**src/rtl/tlpte_pkg.sv**
```systemverilog
// tlpte_pkg: shared types and fixed constants for the two-level page table engine
// depends on nothing; used by every module of the engine
`default_nettype none

package tlpte_pkg;

  // fixed field widths of the request and result
  localparam int OP_W     = 2;
  localparam int STATUS_W = 2;
  localparam int VPN_W    = 20;
  localparam int FRAME_W  = 20;
  localparam int IDX_W    = 10;
  // entry word: present bit above the frame
  localparam int ENTRY_W  = FRAME_W + 1;

  // request operations
  typedef enum logic [OP_W-1:0] {
    OP_MAP    = 2'd0,
    OP_UNMAP  = 2'd1,
    OP_LOOKUP = 2'd2
  } op_t;

  // result status codes
  typedef enum logic [STATUS_W-1:0] {
    ST_OK         = 2'd0,
    ST_NOT_MAPPED = 2'd1,
    ST_NO_TABLE   = 2'd2
  } status_t;

  // sequencer states
  typedef enum logic [2:0] {
    S_IDLE,
    S_DIR,
    S_ENT_RD,
    S_ENT,
    S_HOLD
  } state_t;

  // memory port command
  typedef struct packed {
    logic rd;
    logic wr;
  } mem_cmd_t;

endpackage

`default_nettype wire

```
**src/rtl/tlpte_ctrl.sv**
```systemverilog
// tlpte_ctrl: request sequencer, slot allocator, clearing sweep and result register
// depends on tlpte_pkg; drives tlpte_dir_mem and tlpte_entry_mem
`default_nettype none

module tlpte_ctrl #(
  parameter int DIR_ENTRIES       = 1024,
  parameter int ENTRIES_PER_TABLE = 1024,
  parameter int TABLE_SLOTS       = 16,
  parameter int DIR_AW            = 10,
  parameter int SLOT_W            = 4,
  parameter int ST_DEPTH          = 16384,
  parameter int ST_AW             = 14
) (
  input  wire                              clk,
  input  wire                              rst_n,
  input  wire                              in_tvalid,
  output logic                             in_tready,
  input  wire [39:0]                       in_tdata,
  input  wire [tlpte_pkg::OP_W-1:0]        in_tuser,
  output logic                             out_tvalid,
  input  wire                              out_tready,
  output logic [23:0]                      out_tdata,
  output logic [tlpte_pkg::STATUS_W-1:0]   out_tuser,
  output tlpte_pkg::mem_cmd_t              dir_cmd,
  output logic [DIR_AW-1:0]                dir_addr,
  output logic [SLOT_W:0]                  dir_wdata,
  input  wire [SLOT_W:0]                   dir_rdata,
  output tlpte_pkg::mem_cmd_t              st_cmd,
  output logic [ST_AW-1:0]                 st_addr,
  output logic [tlpte_pkg::ENTRY_W-1:0]    st_wdata,
  input  wire [tlpte_pkg::ENTRY_W-1:0]     st_rdata
);

  localparam int IXW       = tlpte_pkg::IDX_W + 1;
  localparam int NS_W      = $clog2(TABLE_SLOTS + 1);
  localparam int CLR_DEPTH = (ST_DEPTH > DIR_ENTRIES) ? ST_DEPTH : DIR_ENTRIES;
  localparam int CNT_W     = $clog2(CLR_DEPTH + 1);
  localparam int FW        = tlpte_pkg::FRAME_W;

  tlpte_pkg::state_t state_r, state_nxt;
  tlpte_pkg::op_t    op_r;
  logic [tlpte_pkg::VPN_W-1:0] vp_r;
  logic [FW-1:0]               frame_r;
  logic [SLOT_W-1:0]           slot_r, slot_nxt;
  logic [ST_AW-1:0]            pos_r;
  logic [NS_W-1:0]             next_slot_r;
  logic [CNT_W-1:0]            clr_cnt_r;
  logic                        out_valid_r;
  tlpte_pkg::status_t          out_status_r, res_status_r;
  logic [FW-1:0]               out_frame_r, res_frame_r;

  logic                        accept, clr_active, out_free;
  logic                        fin;
  tlpte_pkg::status_t          fin_status;
  logic [FW-1:0]               fin_frame;
  logic                        alloc;
  logic [tlpte_pkg::IDX_W-1:0] di, ei, in_di;
  logic                        in_range, dir_present, exhausted;
  logic [ST_AW-1:0]            pos;
  logic                        dir_seq_wr, st_seq_wr, st_seq_rd;
  logic [tlpte_pkg::ENTRY_W-1:0] st_seq_wdata;

  // request fields and index decode
  assign di          = vp_r[tlpte_pkg::VPN_W-1:tlpte_pkg::IDX_W];
  assign ei          = vp_r[tlpte_pkg::IDX_W-1:0];
  assign in_di       = in_tdata[tlpte_pkg::VPN_W-1:tlpte_pkg::IDX_W];
  assign in_range    = ({1'b0, di} < IXW'(DIR_ENTRIES)) &&
                       ({1'b0, ei} < IXW'(ENTRIES_PER_TABLE));
  assign dir_present = dir_rdata[SLOT_W];
  assign exhausted   = (next_slot_r == NS_W'(TABLE_SLOTS));
  assign pos         = ST_AW'(slot_r) * ST_AW'(ENTRIES_PER_TABLE) + ST_AW'(ei);

  // handshake
  assign clr_active  = (clr_cnt_r != CNT_W'(CLR_DEPTH));
  assign in_tready   = (state_r == tlpte_pkg::S_IDLE) && !clr_active;
  assign accept      = in_tvalid && in_tready;
  assign out_free    = !out_valid_r || out_tready;
  assign out_tvalid  = out_valid_r;
  assign out_tdata   = {4'b0, out_frame_r};
  assign out_tuser   = out_status_r;

  // next state and sequencer outputs
  always_comb begin
    state_nxt    = state_r;
    slot_nxt     = slot_r;
    fin          = 1'b0;
    fin_status   = tlpte_pkg::ST_OK;
    fin_frame    = '0;
    alloc        = 1'b0;
    dir_seq_wr   = 1'b0;
    st_seq_wr    = 1'b0;
    st_seq_rd    = 1'b0;
    st_seq_wdata = '0;
    unique case (state_r)
      tlpte_pkg::S_IDLE: begin
        if (accept) begin
          state_nxt = tlpte_pkg::S_DIR;
        end
      end
      tlpte_pkg::S_DIR: begin
        unique case (op_r) inside
          tlpte_pkg::OP_MAP: begin
            if (!in_range) begin
              fin        = 1'b1;
              fin_status = tlpte_pkg::ST_NOT_MAPPED;
            end else if (dir_present) begin
              slot_nxt  = dir_rdata[SLOT_W-1:0];
              state_nxt = tlpte_pkg::S_ENT_RD;
            end else if (exhausted) begin
              fin        = 1'b1;
              fin_status = tlpte_pkg::ST_NO_TABLE;
            end else begin
              alloc      = 1'b1;
              dir_seq_wr = 1'b1;
              slot_nxt   = next_slot_r[SLOT_W-1:0];
              state_nxt  = tlpte_pkg::S_ENT_RD;
            end
          end
          tlpte_pkg::OP_UNMAP, tlpte_pkg::OP_LOOKUP: begin
            if (!in_range || !dir_present) begin
              fin        = 1'b1;
              fin_status = tlpte_pkg::ST_NOT_MAPPED;
            end else begin
              slot_nxt  = dir_rdata[SLOT_W-1:0];
              state_nxt = tlpte_pkg::S_ENT_RD;
            end
          end
          default: begin
            fin        = 1'b1;
            fin_status = tlpte_pkg::ST_NOT_MAPPED;
          end
        endcase
      end
      tlpte_pkg::S_ENT_RD: begin
        if (op_r == tlpte_pkg::OP_MAP) begin
          st_seq_wr    = 1'b1;
          st_seq_wdata = {1'b1, frame_r};
          fin          = 1'b1;
        end else begin
          st_seq_rd = 1'b1;
          state_nxt = tlpte_pkg::S_ENT;
        end
      end
      tlpte_pkg::S_ENT: begin
        fin = 1'b1;
        if (!st_rdata[FW]) begin
          fin_status = tlpte_pkg::ST_NOT_MAPPED;
        end else if (op_r == tlpte_pkg::OP_UNMAP) begin
          st_seq_wr = 1'b1;
        end else begin
          fin_frame = st_rdata[FW-1:0];
        end
      end
      tlpte_pkg::S_HOLD: begin
        if (out_free) begin
          state_nxt = tlpte_pkg::S_IDLE;
        end
      end
      default: begin
        state_nxt = tlpte_pkg::S_IDLE;
      end
    endcase
    // a finished request goes straight out or parks in the hold registers
    if (fin) begin
      state_nxt = out_free ? tlpte_pkg::S_IDLE : tlpte_pkg::S_HOLD;
    end
  end

  // directory port: clearing sweep, lookup at accept, allocation write
  always_comb begin
    dir_cmd.rd = accept;
    dir_cmd.wr = dir_seq_wr;
    dir_addr   = accept ? in_di[DIR_AW-1:0] : di[DIR_AW-1:0];
    dir_wdata  = {1'b1, slot_nxt};
    if (clr_active) begin
      dir_cmd.rd = 1'b0;
      dir_cmd.wr = (clr_cnt_r < CNT_W'(DIR_ENTRIES));
      dir_addr   = clr_cnt_r[DIR_AW-1:0];
      dir_wdata  = '0;
    end
  end

  // entry store port: clearing sweep, entry read, map or unmap write
  always_comb begin
    st_cmd.rd = st_seq_rd;
    st_cmd.wr = st_seq_wr;
    st_addr   = (state_r == tlpte_pkg::S_ENT) ? pos_r : pos;
    st_wdata  = st_seq_wdata;
    if (clr_active) begin
      st_cmd.rd = 1'b0;
      st_cmd.wr = (clr_cnt_r < CNT_W'(ST_DEPTH));
      st_addr   = clr_cnt_r[ST_AW-1:0];
      st_wdata  = '0;
    end
  end

  // control registers
  always_ff @(posedge clk) begin
    if (!rst_n) begin
      state_r     <= tlpte_pkg::S_IDLE;
      next_slot_r <= '0;
      clr_cnt_r   <= '0;
      out_valid_r <= 1'b0;
    end else begin
      state_r <= state_nxt;
      if (clr_active) begin
        clr_cnt_r <= clr_cnt_r + CNT_W'(1);
      end
      if (alloc) begin
        next_slot_r <= next_slot_r + NS_W'(1);
      end
      if (fin && out_free) begin
        out_valid_r <= 1'b1;
      end else if (state_r == tlpte_pkg::S_HOLD && out_free) begin
        out_valid_r <= 1'b1;
      end else if (out_tready) begin
        out_valid_r <= 1'b0;
      end
    end
  end

  // request capture and result payload
  always_ff @(posedge clk) begin
    if (accept) begin
      op_r    <= tlpte_pkg::op_t'(in_tuser);
      vp_r    <= in_tdata[tlpte_pkg::VPN_W-1:0];
      frame_r <= in_tdata[tlpte_pkg::VPN_W+FW-1:tlpte_pkg::VPN_W];
    end
    slot_r <= slot_nxt;
    if (state_r == tlpte_pkg::S_ENT_RD) begin
      pos_r <= pos;
    end
    if (fin) begin
      if (out_free) begin
        out_status_r <= fin_status;
        out_frame_r  <= fin_frame;
      end else begin
        res_status_r <= fin_status;
        res_frame_r  <= fin_frame;
      end
    end else if (state_r == tlpte_pkg::S_HOLD && out_free) begin
      out_status_r <= res_status_r;
      out_frame_r  <= res_frame_r;
    end
  end

  // checks
  a_no_accept_clear: assert property (@(posedge clk) disable iff (!rst_n)
    clr_active |-> !in_tready)
    else $error("request taken during clearing sweep");

  a_slot_bound: assert property (@(posedge clk) disable iff (!rst_n)
    next_slot_r <= NS_W'(TABLE_SLOTS))
    else $error("slot pool overrun");

  a_dir_wr_place: assert property (@(posedge clk) disable iff (!rst_n)
    dir_cmd.wr |-> clr_active || (state_r == tlpte_pkg::S_DIR && op_r == tlpte_pkg::OP_MAP))
    else $error("directory written outside map allocation");

  a_alloc_exhaust: assert property (@(posedge clk) disable iff (!rst_n)
    alloc |-> !exhausted && !dir_present)
    else $error("allocation with present entry or empty pool");

  a_st_wr_place: assert property (@(posedge clk) disable iff (!rst_n)
    (st_cmd.wr && !clr_active) |->
      (state_r == tlpte_pkg::S_ENT_RD) || (state_r == tlpte_pkg::S_ENT))
    else $error("entry store written outside entry stage");

endmodule

`default_nettype wire
```
**config.mk**
```make
export PLATFORM = sky130hd
export DESIGN_NAME = tlpte_ctrl
export DESIGN_NICKNAME = d
export VERILOG_FILES = /design/src/rtl/tlpte_pkg.sv /design/src/rtl/tlpte_ctrl.sv
export SDC_FILE = /design/constraint.sdc
export NUM_CORES = 1
export LEC_CHECK = 0
export ABC_CLOCK_PERIOD_IN_PS = 5700
export BUFFER_PORTS_ARGS = -buffer_cell sky130_fd_sc_hd__buf_2
export CELL_PAD_IN_SITES_DETAIL_PLACEMENT = 1
export CELL_PAD_IN_SITES_GLOBAL_PLACEMENT = 2
export CORE_ASPECT_RATIO = 1.75
export CORE_MARGIN = 5
export CORE_UTILIZATION = 37
export CTS_CLUSTER_SIZE = 12
export DETAILED_ROUTE_END_ITERATION = 6
export PLACE_DENSITY = 0.82
export SLEW_MARGIN = 20
export SYNTH_ARGS = -nofsm -noshare
export SYNTH_HDL_FRONTEND = slang
export SYNTH_SLANG_ARGS = --single-unit
```
**constraint.sdc**
```tcl
create_clock -name clk -period 5.7 [get_ports clk]
set_input_delay 0.57 -clock clk [delete_from_list [all_inputs] [get_ports clk]]
set_output_delay 0.57 -clock clk [all_outputs]
set_load 0.02 [all_outputs]
```
== After elaboration in Yosys (flattened, before gate mapping) ==
Cells that the tools add are included.

* Register bits after elaboration: 128
* Input port bits: 72
* Logic and storage cells: 108

* $add $sub $neg: 3
* $lt $le $gt $ge: 2
* Equal/unequal tests: 16
* Multiplexer cells: 58
* Bitwise logic cells: 1
* Reductions and logical operators: 15

{| class="wikitable"
|+ Operator list
! kind !! number
|-
| $mux 20 || 6
|-
| $mux 21 || 3
|-
| $mux 14 || 2
|-
| $mux 3 || 8
|-
| $mux 10 || 2
|-
| $mux 1 || 17
|-
| $mux 4 || 4
|-
| $add 15x1->15 const B || 1
|-
| $lt 15x11->1 const B || 1
|-
| $lt 15x15->1 const B || 1
|-
| $ne 15x15->1 const B || 1
|-
| $pmux 3 s5 || 1
|-
| $add 14x10->14 || 1
|-
| $mux 2 || 7
|-
| $ne 3x3->1 const B || 3
|-
| $ne 4x4->1 const B || 2
|-
| $pmux 2 s2 || 2
|-
| $pmux 4 s2 || 1
|-
| $reduce_and 7->1 || 1
|-
| $eq 3x2->1 const B || 2
|-
| $pmux 3 s2 || 1
|-
| $add 5x1->5 const B || 1
|-
| $eq 5x5->1 const B || 1
|-
| $mux 5 || 1
|-
| other kinds (18) || 25
|}

== Depth between registers and ports, before layout ==
Gate-level depths: netlist of run 1.

* Depth after elaboration: 7
* Depth in mapped cells: 8
* Gate-level depth less buffers: 6

== Least setup slack after synthesis of run 1 ==
No wires, ideal clock.

* Path type: register to output
* From: reg state_r[1]
* To: out st_wdata[12] (netlist bit)
* Data arrival time: 2.450 ns
* Data required time: 5.130 ns
* Path slack: 2.680 ns
* Cell stages (with the launch flop): 6
* Buffers on the path: 2
* Path through: dfxtp_1 buf_2 nor3b_1 and3_2 buf_4 and2_1

* Cells in the longest elaborated chain, start to end: 3

{| class="wikitable"
|+ Ends and longest elaborated chain
! what !! line !! text
|-
| start: declaration || tlpte_ctrl.sv:40 || <nowiki>tlpte_pkg::state_t state_r, state_nxt;</nowiki>
|-
| start signal: assignment || tlpte_ctrl.sv:200 || <nowiki>state_r <= tlpte_pkg::S_IDLE;</nowiki>
|-
| start signal: assignment || tlpte_ctrl.sv:205 || <nowiki>state_r <= state_nxt;</nowiki>
|-
| $eq 3x2->1 || tlpte_ctrl.sv:94 || <nowiki>unique case (state_r)</nowiki>
|-
| $mux 21 || tlpte_ctrl.sv:94 ||
|-
| $mux 21 || tlpte_ctrl.sv:189 || <nowiki>if (clr_active) begin</nowiki>
|-
| end: declaration || tlpte_ctrl.sv:30 || <nowiki>output logic [tlpte_pkg::ENTRY_W-1:0] st_wdata,</nowiki>
|}

No other way between the ends.

== Worst setup path in the final report of run 1 ==
* From: reg clr_cnt_r[0]
* To: out st_wdata[10] (netlist bit)

* Cells in the longest elaborated chain, start to end: 2

{| class="wikitable"
|+ Ends and longest elaborated chain
! what !! line !! text
|-
| start: declaration || tlpte_ctrl.sv:47 || <nowiki>logic [CNT_W-1:0] clr_cnt_r;</nowiki>
|-
| start signal: assignment || tlpte_ctrl.sv:207 || <nowiki>clr_cnt_r <= clr_cnt_r + CNT_W'(1);</nowiki>
|-
| $ne 15x15->1 || tlpte_ctrl.sv:74 || <nowiki>assign clr_active = (clr_cnt_r != CNT_W'(CLR_DEPTH));</nowiki>
|-
| $mux 21 || tlpte_ctrl.sv:189 ||
|}

No other way between the ends.

==> results of run 1 <==
==> power breakdown <==
group | internal [W] | switching, W
Clock | 0.000613 | 0.000438
Combinational | 0.0000355 | 0.0000407
Sequential | 0.00101 | 0.00000875
==> area by class of cell <==
class,instances,area (µm²),share of cell area (%)
clock inverters,15,148,2.10
well taps,183,229,3.26
clock buffers,17,425,6.06
inverters,10,37.5,0.534
multi-input cells,257,1850,26.4
repair buffers,152,768,10.9
flip-flops and latches,128,3560,50.7
==> cell usage in the layout, fill, tap and decap left out, types with 3 or more instances in the layout <==
| master | synthesis | final |
|---|---|---|
| or3_1 | 3 | 3 |
| xor2_1 | 7 | 7 |
| nor3b_2 | 2 | 4 |
| mux2i_1 | 26 | 26 |
| and2_1 | 48 | 47 |
| ha_1 | 6 | 6 |
| xnor2_1 | 5 | 5 |
| and3_1 | 4 | 4 |
| buf_2 | 10 | 149 |
| inv_6 | 0 | 7 |
| buf_4 | 8 | 3 |
| dfxtp_1 | 28 | 28 |
| a22oi_1 | 4 | 4 |
| edfxtp_1 | 100 | 100 |
| nand4_1 | 6 | 6 |
| nor3_1 | 6 | 6 |
| inv_1 | 9 | 9 |
| clkbuf_16 | 0 | 17 |
| nor2_1 | 15 | 14 |
| nor4_1 | 3 | 3 |
| o21bai_1 | 23 | 23 |
| a22o_1 | 3 | 3 |
| o21ai_0 | 6 | 6 |
| a21oi_1 | 11 | 11 |
| nand3_1 | 4 | 4 |
| nand2_1 | 16 | 16 |
| a21o_1 | 21 | 21 |
| nand3b_1 | 3 | 3 |
| clkinvlp_4 | 0 | 3 |
| nand2b_1 | 4 | 4 |
| conb_1 | 1 | 4 |
==> worst register-to-register path, cell delays in order, from the launching register on <==
cell	delay [ns]
dfxtp_1	0.37
nor4_1	0.44
nand4_2	0.75
inv_2	0.44
and2_2	0.84
==> logic make-up after synthesis <==
| family | after synthesis | share of synthesized area (%) |
|---|---|---|
| AND/OR/NAND/NOR | 131 | 14.5 |
| flip-flops | 128 | 64.1 |
| AO/OA/AOI/OAI | 77 | 9.99 |
| buffers and inverters | 34 | 3.20 |
| multiplexers | 27 | 4.88 |
| XOR/XNOR | 12 | 1.89 |
| adder cells (fa/ha/maj) | 6 | 1.35 |
| other | 1 | 0.0674 |
==> routing by layer <==
metal | vias to the layer above | part of all wire, % | global-route usage (%)
li1 | 1821 | - | -
met1 | 1887 | 38 | 18.1
met2 | 104 | 56 | 30.7
met3 | 11 | 5.0 | 4.00
met4 | 0 | 1.1 | 4.97
met5 | - | 0 | 0
==> worst min-delay path by stage <==
stage / from / end / slack, ns / cells after the start
2_1_floorplan: slot_r[0] / pos_r[10] / 0.42 / 0
3_3_place_gp: vp_r[5] / pos_r[5] / 0.43 / 0
3_5_place_dp: vp_r[6] / pos_r[6] / 0.44 / 0
4_1_cts: in_tdata[22] / frame_r[2] / 0.31 / 1
5_1_grt: in_tdata[22] / frame_r[2] / 0.31 / 1
6_report: in_tdata[22] / frame_r[2] / 0.33 / 1
==> flip-flops by register name, summed over array words and instances (netlist names), 3 cells and up <==
name         cells
state_r          3
out_frame_r     20
next_slot_r      5
frame_r         20
pos_r           14
clr_cnt_r       15
slot_r           4
vp_r            20
res_frame_r     20
==> stage by stage <==
stage / power, W / instance area, µm² / setup slack [ns] / hold slack, ns / cells
global route: 0.00223 / 7020 / 1.64 / 0.309 / 762
global placement: 0.00111 / 6450 / 2.41 / 0.434 / 730
detailed placement: 0.00111 / 6450 / 2.26 / 0.436 / 730
floorplan: 0.00108 / 5570 / 2.68 / 0.424 / 419
CTS: 0.00217 / 7020 / 1.80 / 0.315 / 762
finish: 0.00214 / 7020 / 1.93 / 0.330 / 762
==> results by group, run 1 <==
Outcome
  • Status: complete, no violations

Finish
  • Filler instances: 1567
  • Final net count: 644
  • P&R area growth vs syn: 26.3%
  • Post-layout util: 47.3%
  • Ant diodes: 0
  • Share of layout cells above drive strength 1: 34.5%

Floorplanning
  • Die footprint: 17700 µm²
  • I/O pin count: 154
  • Die H: 172 µm
  • # rows: 59
  • Starting density of the core: 37.5%
  • Die width: 103 µm
  • CORE AREA: 14800 µm²

Detailed routing
  • WL final: 14100 µm
  • DRT antenna net count: 0
  • Initial DRT Pass Iterations: 7
  • Vias per std cell: 5.02
  • First DRT Iteration DRCs: 116
  • Final routed DRC violation total: 0
  • Via count: 3823
  • Drt wl/cell: 18.5 µm

Worst setup path
  • Reg2reg path depth: 4
  • Critical path peak fanout: 32
  • CP startpoint kind: flop
  • Setup crit end kind: output pin
  • Crit-path leading delay family: simple AND/OR/NAND/NOR gates
  • Crit. path cell count: 6
  • FF-to-FF Start: clr_cnt_r[0]
  • Critical path buffers and inverters: 2
  • Crit path arrival time: 3.20 ns
  • Critical Path Source: clr_cnt_r[0]
  • Crit path kind: reg2out
  • Worst path max stage delay: 0.75 ns
  • Worst r2r dst: vp_r[6]
  • Slowest cell on crit path: nand4_2
  • Worst-path cell chain: nor4_1 -> nand4_2 -> inv_2 -> and3_2 -> and2_1 -> buf_2
  • CP required: 5.13 ns
  • Critical Path End: st_wdata[10]
  • R2R Setup Slk: 2.44 ns

Clocking
  • Bufs on Longest Clock Path: 2
  • CTS Buf Count: 17
  • H-Tree Depth: 4
  • Clock Pin Slew Worst Setup and Hold Paths: 0.06 ns
  • CTS tree: yes
  • Post-cts resize count: 0
  • Root buf cell: clkbuf_16
  • Worst-Skew Late Latency: 0.41 ns
  • Post-CTS Setup Inserts: 0
  • Cts hold-fix bufs: 0
  • Num Clock Sinks: 128

Placed design
  • DP HPWL: 10500 µm
  • Port bufs: 149
  • GP Congestion: 0.750

Flow run
  • Max-Cap Viols: 0

STA
  • Final worst path period need: 3.77 ns
  • RSZ-0062 raised after global routing: false
  • Period utilization: 66.2%
  • Worst relative slew slack: 35.6%
  • Pins Over Slew Limit: 0
  • Total negative slack: 0 ns
  • Fmax: 265 MHz
  • Slew @ Worst Pin: 0.961 ns
  • Final Hold Viols: 0
  • Final Setup Violations: 0
  • Setup Skew: 0.00923 ns

Synth
  • Top cells by count, synth: 100 x edfxtp_1, 48 x and2_1, 28 x dfxtp_1
  • Ys async rst share: 0%
  • Area leader, netlist: edfxtp_1
  • Synthesis Warnings: 0
  • Post-synthesis cell type count: 51
  • Synth area leaders: edfxtp_1 54%, dfxtp_1 10%, and2_1 5.4%, mux2i_1 4.7%, o21bai_1 3.1%
  • Top-count cell post-synth: edfxtp_1
  • Synth Area per Inst: 13.4 µm²
  • Mapped cell area: 5560 µm²
  • Number of synthesized flops with an enable pin: 100
  • Syn Inst Count: 416
  • Synth top area share: 54.0%
  • Seq/Total Area, Yosys: 64.1%
  • Top_reg_cell synth: edfxtp_1
  • FF+latch count, synth: 128

GRT
  • Tot GR Track Use: 16.5%
  • Global route overflow: 0
  • Largest net degree at the start of global routing: 43
  • First-pass GRT wire length: 22100 µm
  • Antenna violations before repair: 0
  • Vias in the first global route: 4234

Power and ir drop
  • Leakage: 2.93 nW
  • PD cells: 305 nW/µm²
  • Max rail drop VDD: 204 µV

Hold path
  • Worst min path class: in2reg
(Power assumes the default switching activity.)
==> run 2, diff against run 1 <==
--- a/config.mk
+++ b/config.mk
@@ -5,16 +5,16 @@
 export SDC_FILE = /design/constraint.sdc
 export NUM_CORES = 1
 export LEC_CHECK = 0
-export ABC_CLOCK_PERIOD_IN_PS = 5700
+export ABC_CLOCK_PERIOD_IN_PS = 3200
 export BUFFER_PORTS_ARGS = -buffer_cell sky130_fd_sc_hd__buf_2
 export CELL_PAD_IN_SITES_DETAIL_PLACEMENT = 1
 export CELL_PAD_IN_SITES_GLOBAL_PLACEMENT = 2
 export CORE_ASPECT_RATIO = 1.75
 export CORE_MARGIN = 5
-export CORE_UTILIZATION = 37
+export CORE_UTILIZATION = 31
 export CTS_CLUSTER_SIZE = 12
 export DETAILED_ROUTE_END_ITERATION = 6
-export PLACE_DENSITY = 0.82
+export PLACE_DENSITY = 0.73
 export SLEW_MARGIN = 20
 export SYNTH_ARGS = -nofsm -noshare
 export SYNTH_HDL_FRONTEND = slang
==> constraint.sdc (replaced) <==
create_clock -name clk -period 3.2 [get_ports clk]
set_input_delay 0.32 -clock clk [delete_from_list [all_inputs] [get_ports clk]]
set_output_delay 0.32 -clock clk [all_outputs]
set_load 0.02 [all_outputs]
==> results by group, run 2 (synthesis results as in run 1) <==
Outcome
  • Status: complete, no violations

Worst setup path
  • Critical path peak fanout: 5
  • Critical path buffers and inverters: 1
  • Crit-path leading delay family: simple AND/OR/NAND/NOR gates
  • CP required: 2.88 ns
  • CP startpoint kind: flop
  • Slowest cell on crit path: nor4b_2
  • Worst path max stage delay: 0.53 ns
  • R2R Setup Slk: 0.67 ns
  • Crit path arrival time: 2.53 ns
  • Crit path kind: reg2out
  • Worst-path cell chain: ha_1 -> nor4b_2 -> nor3b_1 -> a22oi_1 -> a21oi_1 -> buf_2
  • Setup crit end kind: output pin

Floorplanning
  • Die width: 111 µm
  • # rows: 64
  • CORE AREA: 17500 µm²
  • Starting density of the core: 31.7%
  • Die H: 187 µm
  • Die footprint: 20800 µm²
  • I/O pin count: 154

STA
  • Fmax: 351 MHz
  • Total negative slack: 0 ns
  • Final Hold Viols: 0
  • Final Setup Violations: 0
  • Final worst path period need: 2.85 ns
  • RSZ-0062 raised after global routing: false
  • Setup Skew: 0.0190 ns
  • Pins Over Slew Limit: 0
  • Period utilization: 88.9%
  • Slew @ Worst Pin: 0.725 ns
  • Worst relative slew slack: 51.5%

Power and ir drop
  • Internal: 0.00295 W
  • Seq pwr share: 47.5%
  • PD cells: 536 nW/µm²
  • Combinational fraction of design power: 3.6%
  • Sw Share: 22.7%
  • Max rail drop VDD: 323 µV
  • Clock power frac: 48.9%
  • Leakage: 2.96 nW
  • Total design power: 0.00382 W
  • Psw: 0.000866 W

Placed design
  • GP Congestion: 0.765
  • DP HPWL: 10500 µm
  • Placed cell area: 6540 µm²
  • Port bufs: 149

Clocking
  • Cts hold-fix bufs: 0
  • CTS tree: yes
  • Worst-Skew Late Latency: 0.42 ns
  • CTS Buf Count: 17
  • H-Tree Depth: 4
  • Num Clock Sinks: 128
  • Clock Pin Slew Worst Setup and Hold Paths: 0.07 ns
  • Post-cts resize count: 0
  • Root buf cell: clkbuf_16
  • Bufs on Longest Clock Path: 2
  • Post-CTS Setup Inserts: 0

Finish
  • Ant diodes: 0
  • Share of layout cells above drive strength 1: 34.9%
  • Final net count: 649
  • Commonest non-fill, non-tap cells in the layout: 149 x buf_2, 100 x edfxtp_1, 47 x and2_1
  • Finished Cell Area: 7120 µm²
  • P&R area growth vs syn: 28.1%
  • Post-layout util: 40.6%
  • Filler instances: 1911
  • Most common cell after layout, fill and taps aside: buf_2

Flow run
  • Max-Cap Viols: 0

GRT
  • Tot GR Track Use: 13.8%
  • First-pass GRT wire length: 22800 µm
  • Largest net degree at the start of global routing: 43
  • Antenna violations before repair: 0
  • Global route overflow: 0
  • Vias in the first global route: 4340

Detailed routing
  • Initial DRT Pass Iterations: 6
  • Drt wl/cell: 17.4 µm
  • Met2 Wirelength: 7640 µm
  • Final routed DRC violation total: 0
  • WL final: 14200 µm
  • Via count: 3838
  • Met3 wire len: 1020 µm
  • First DRT Iteration DRCs: 116
  • Met1 wire length: 5250 µm
  • Vias per std cell: 4.71
  • Max layer used: met4
  • DRT antenna net count: 0

Hold path
  • Worst min path class: in2reg
-- run 2: cell count changes in the layout (fill, tap and decap cells not counted), sizes merged --
cell      change
clkinvlp      -2
inv           -2
clkinv        +4
buf           +5
-- run 2: power by group through the flow --
stage	clock network [W]	registers [W]	logic (W)
floorplan	0	0.00185	0.0000717
global placement	0	0.00185	0.000136
detailed placement	0	0.00185	0.000139
CTS	0.00193	0.00181	0.000139
global route	0.00201	0.00181	0.000153
finish	0.00187	0.00181	0.000137
-- run 2: worst reg2reg max path: stages (launching register included) --
cell      delay [ns]
dfxtp_1         0.43
inv_1           0.07
ha_1            0.20
and4bb_1        0.32
and3_1          0.27
o21ai_4         0.58
mux2_1          0.40
-- run 2: cell type report --
cell class / count / area [µm²] / area share (%)
Sequential cell: 128 / 3560 / 50.0
Timing Repair Buffer: 157 / 806 / 11.3
Clock buffer: 17 / 425 / 5.97
Inverter: 10 / 37.5 / 0.527
Multi-Input combinational cell: 257 / 1850 / 26.0
Clock inverter: 15 / 149 / 2.09
Tap cell: 231 / 289 / 4.06
-- run 2: through the flow --
step                      setup WS [ns]  hold WS, ns  instances
after detailed placement          0.574        0.440        783
after global placement            0.718        0.433        783
after global routing              0.127       0.0506        815
after floorplan                   0.279        0.419        419
after CTS                         0.294       0.0561        815
final                             0.355       0.0704        815
-- run 2: path summary, 6_finish.rpt --
path	startpoint	to	cells after the start
worst max-delay path	op_r[0]	dir_wdata[0]	6
worst min-delay path	in_tdata[26]	frame_r[6]	1
worst max register to register	next_slot_r[0]	out_tuser[0]	6
worst min register to register	vp_r[9]	pos_r[9]	0
-- run 2: metal layers --
metal / global-route usage (%) / up-vias
met1: 14.1 / 1844
met5: 0 / -
met2: 25.2 / 139
met3: 4.60 / 22
li1: - / 1833
met4: 6.23 / 0
==> run 3, diff against run 2 <==
--- a/config.mk
+++ b/config.mk
@@ -5,11 +5,10 @@
 export SDC_FILE = /design/constraint.sdc
 export NUM_CORES = 1
 export LEC_CHECK = 0
-export ABC_CLOCK_PERIOD_IN_PS = 3200
 export BUFFER_PORTS_ARGS = -buffer_cell sky130_fd_sc_hd__buf_2
 export CELL_PAD_IN_SITES_DETAIL_PLACEMENT = 1
 export CELL_PAD_IN_SITES_GLOBAL_PLACEMENT = 2
-export CORE_ASPECT_RATIO = 1.75
+export CORE_ASPECT_RATIO = 0.6
 export CORE_MARGIN = 5
 export CORE_UTILIZATION = 31
 export CTS_CLUSTER_SIZE = 12
==> results by group, run 3 (synthesis results as in run 1) <==
Clocking
  • Worst-Skew Late Latency: 0.42 ns
  • Root buf cell: clkbuf_16
  • Post-cts resize count: 0
  • H-Tree Depth: 4
  • Num Clock Sinks: 128
  • CTS tree: yes
  • Bufs on Longest Clock Path: 2
  • Cts hold-fix bufs: 0
  • Clock Pin Slew Worst Setup and Hold Paths: 0.06 ns
  • CTS Buf Count: 17
  • Post-CTS Setup Inserts: 0

Detailed routing
  • Via count: 3838
  • Final routed DRC violation total: 0
  • DRT antenna net count: 0
  • Drt wl/cell: 17.9 µm
  • Vias per std cell: 4.68
  • WL final: 14700 µm
  • First DRT Iteration DRCs: 209
  • Initial DRT Pass Iterations: 6

GRT
  • Global route overflow: 0
  • Tot GR Track Use: 14.4%
  • First-pass GRT wire length: 23100 µm
  • Antenna violations before repair: 3
  • Grt met3 use: 5.42%
  • Largest net degree at the start of global routing: 32
  • Gr busiest metal: met2
  • Grt met1 use: 19.4%
  • Grt met2 use: 21.4%
  • Vias in the first global route: 4238

Worst setup path
  • Crit path arrival time: 2.53 ns
  • Crit path kind: reg2out
  • CP startpoint kind: flop
  • Worst path max stage delay: 0.48 ns
  • Setup crit end kind: output pin
  • Critical path peak fanout: 5
  • Slowest cell on crit path: nor4b_2
  • CP required: 2.88 ns
  • Worst-path cell chain: ha_1 -> nor4b_2 -> nor3b_1 -> a22oi_1 -> a21oi_1 -> buf_2

Power and ir drop
  • PD cells: 552 nW/µm²
  • Leakage: 2.99 nW
  • Max rail drop VDD: 199 µV

Finish
  • Share of layout cells above drive strength 1: 35.0%
  • Most common cell after layout, fill and taps aside: buf_2
  • Commonest non-fill, non-tap cells in the layout: 149 x buf_2, 100 x edfxtp_1, 47 x and2_1
  • Finished Cell Area: 7190 µm²
  • Final net count: 651
  • P&R area growth vs syn: 29.3%
  • Ant diodes: 0

Outcome
  • Status: complete, no violations

Floorplanning
  • I/O pin count: 154
  • Die width: 183 µm
  • # rows: 37
  • CORE AREA: 17400 µm²
  • Starting density of the core: 32.0%
  • Die footprint: 20800 µm²
  • Die H: 114 µm

Placed design
  • DP HPWL: 10600 µm
  • GP Congestion: 0.760
  • Port bufs: 149
  • Placed cell area: 6580 µm²

STA
  • Final worst path period need: 2.85 ns
  • Final Hold Viols: 0
  • RSZ-0062 raised after global routing: false
  • Setup Skew: 0.0180 ns
  • Worst relative slew slack: 50.0%
  • Pins Over Slew Limit: 0
  • Period utilization: 89.1%
  • Final Setup Violations: 0
  • Fmax: 351 MHz
  • Total negative slack: 0 ns
  • Slew @ Worst Pin: 0.748 ns

Flow run
  • Max-Cap Viols: 0

Hold path
  • Worst min path class: in2reg
-- run 3: changes by cell type in the layout (fill, tap and decap cells not counted) --
| cell | previous run | this run |
|---|---|---|
| clkinv_4 | 6 | 1 |
| bufinv_16 | 1 | 3 |
| clkbuf_8 | 0 | 2 |
| clkinv_2 | 0 | 2 |
| buf_12 | 0 | 1 |
| buf_4 | 8 | 9 |
| clkbuf_1 | 0 | 1 |
| inv_6 | 5 | 4 |
| inv_8 | 1 | 0 |
| nor3b_2 | 3 | 4 |
| nor3b_4 | 1 | 0 |
-- run 3: critical path: cells and delay by family (launching register included) --
family,cells,cell delay (ns)
fa+ha+maj,1,0.25
compound gates,2,0.35
simple gates,2,0.90
flops,1,0.41
buf+inv,1,0.19
-- run 3: per-stage QoR --
step                      hold slack (ns)  power, W  util [%]  cells  setup slack (ns)
final                              0.0664   0.00397      41.4    820             0.350
after global routing               0.0483   0.00412      41.4    820             0.200
after CTS                          0.0484   0.00402      41.4    820             0.382
after detailed placement            0.444   0.00199      37.9    788             0.754
after global placement              0.439   0.00198      37.9    788             0.856
after floorplan                     0.419   0.00192         -    419             0.279
-- run 3: worst paths after layout --
check / startpoint / to / slack (ns) / cells past startpoint
max reg2reg: next_slot_r[0] / out_tuser[0] / 0.76 / 7
min reg2reg: vp_r[3] / pos_r[3] / 0.46 / 0
max: op_r[0] / dir_wdata[1] / 0.35 / 6
min: in_tdata[24] / frame_r[4] / 0.07 / 1
-- run 3: area by class of cell --
class	count	area, µm²
Timing Repair Buffer	159	833
Clock inverter	12	155
Inverter	10	37.5
Fill cell	1894	10200
Tap cell	234	293
Clock buffer	20	457
Sequential cell	128	3560
Multi-Input combinational cell	257	1850
-- run 3: per-layer routing --
metal	up-vias	share of wire [%]	wire, µm
li1	1839	-	-
met1	1870	47	6960
met2	106	45	6530
met3	17	6.7	977
met4	6	0.94	138
met5	-	0.37	54
-- run 3: power by group --
group	total (W)	internal, W	switching [W]	leakage [nW]
logic	0.000136	0.0000644	0.0000718	1.59
clock network	0.00202	0.00127	0.000747	0.299
registers	0.00182	0.00180	0.0000176	1.11
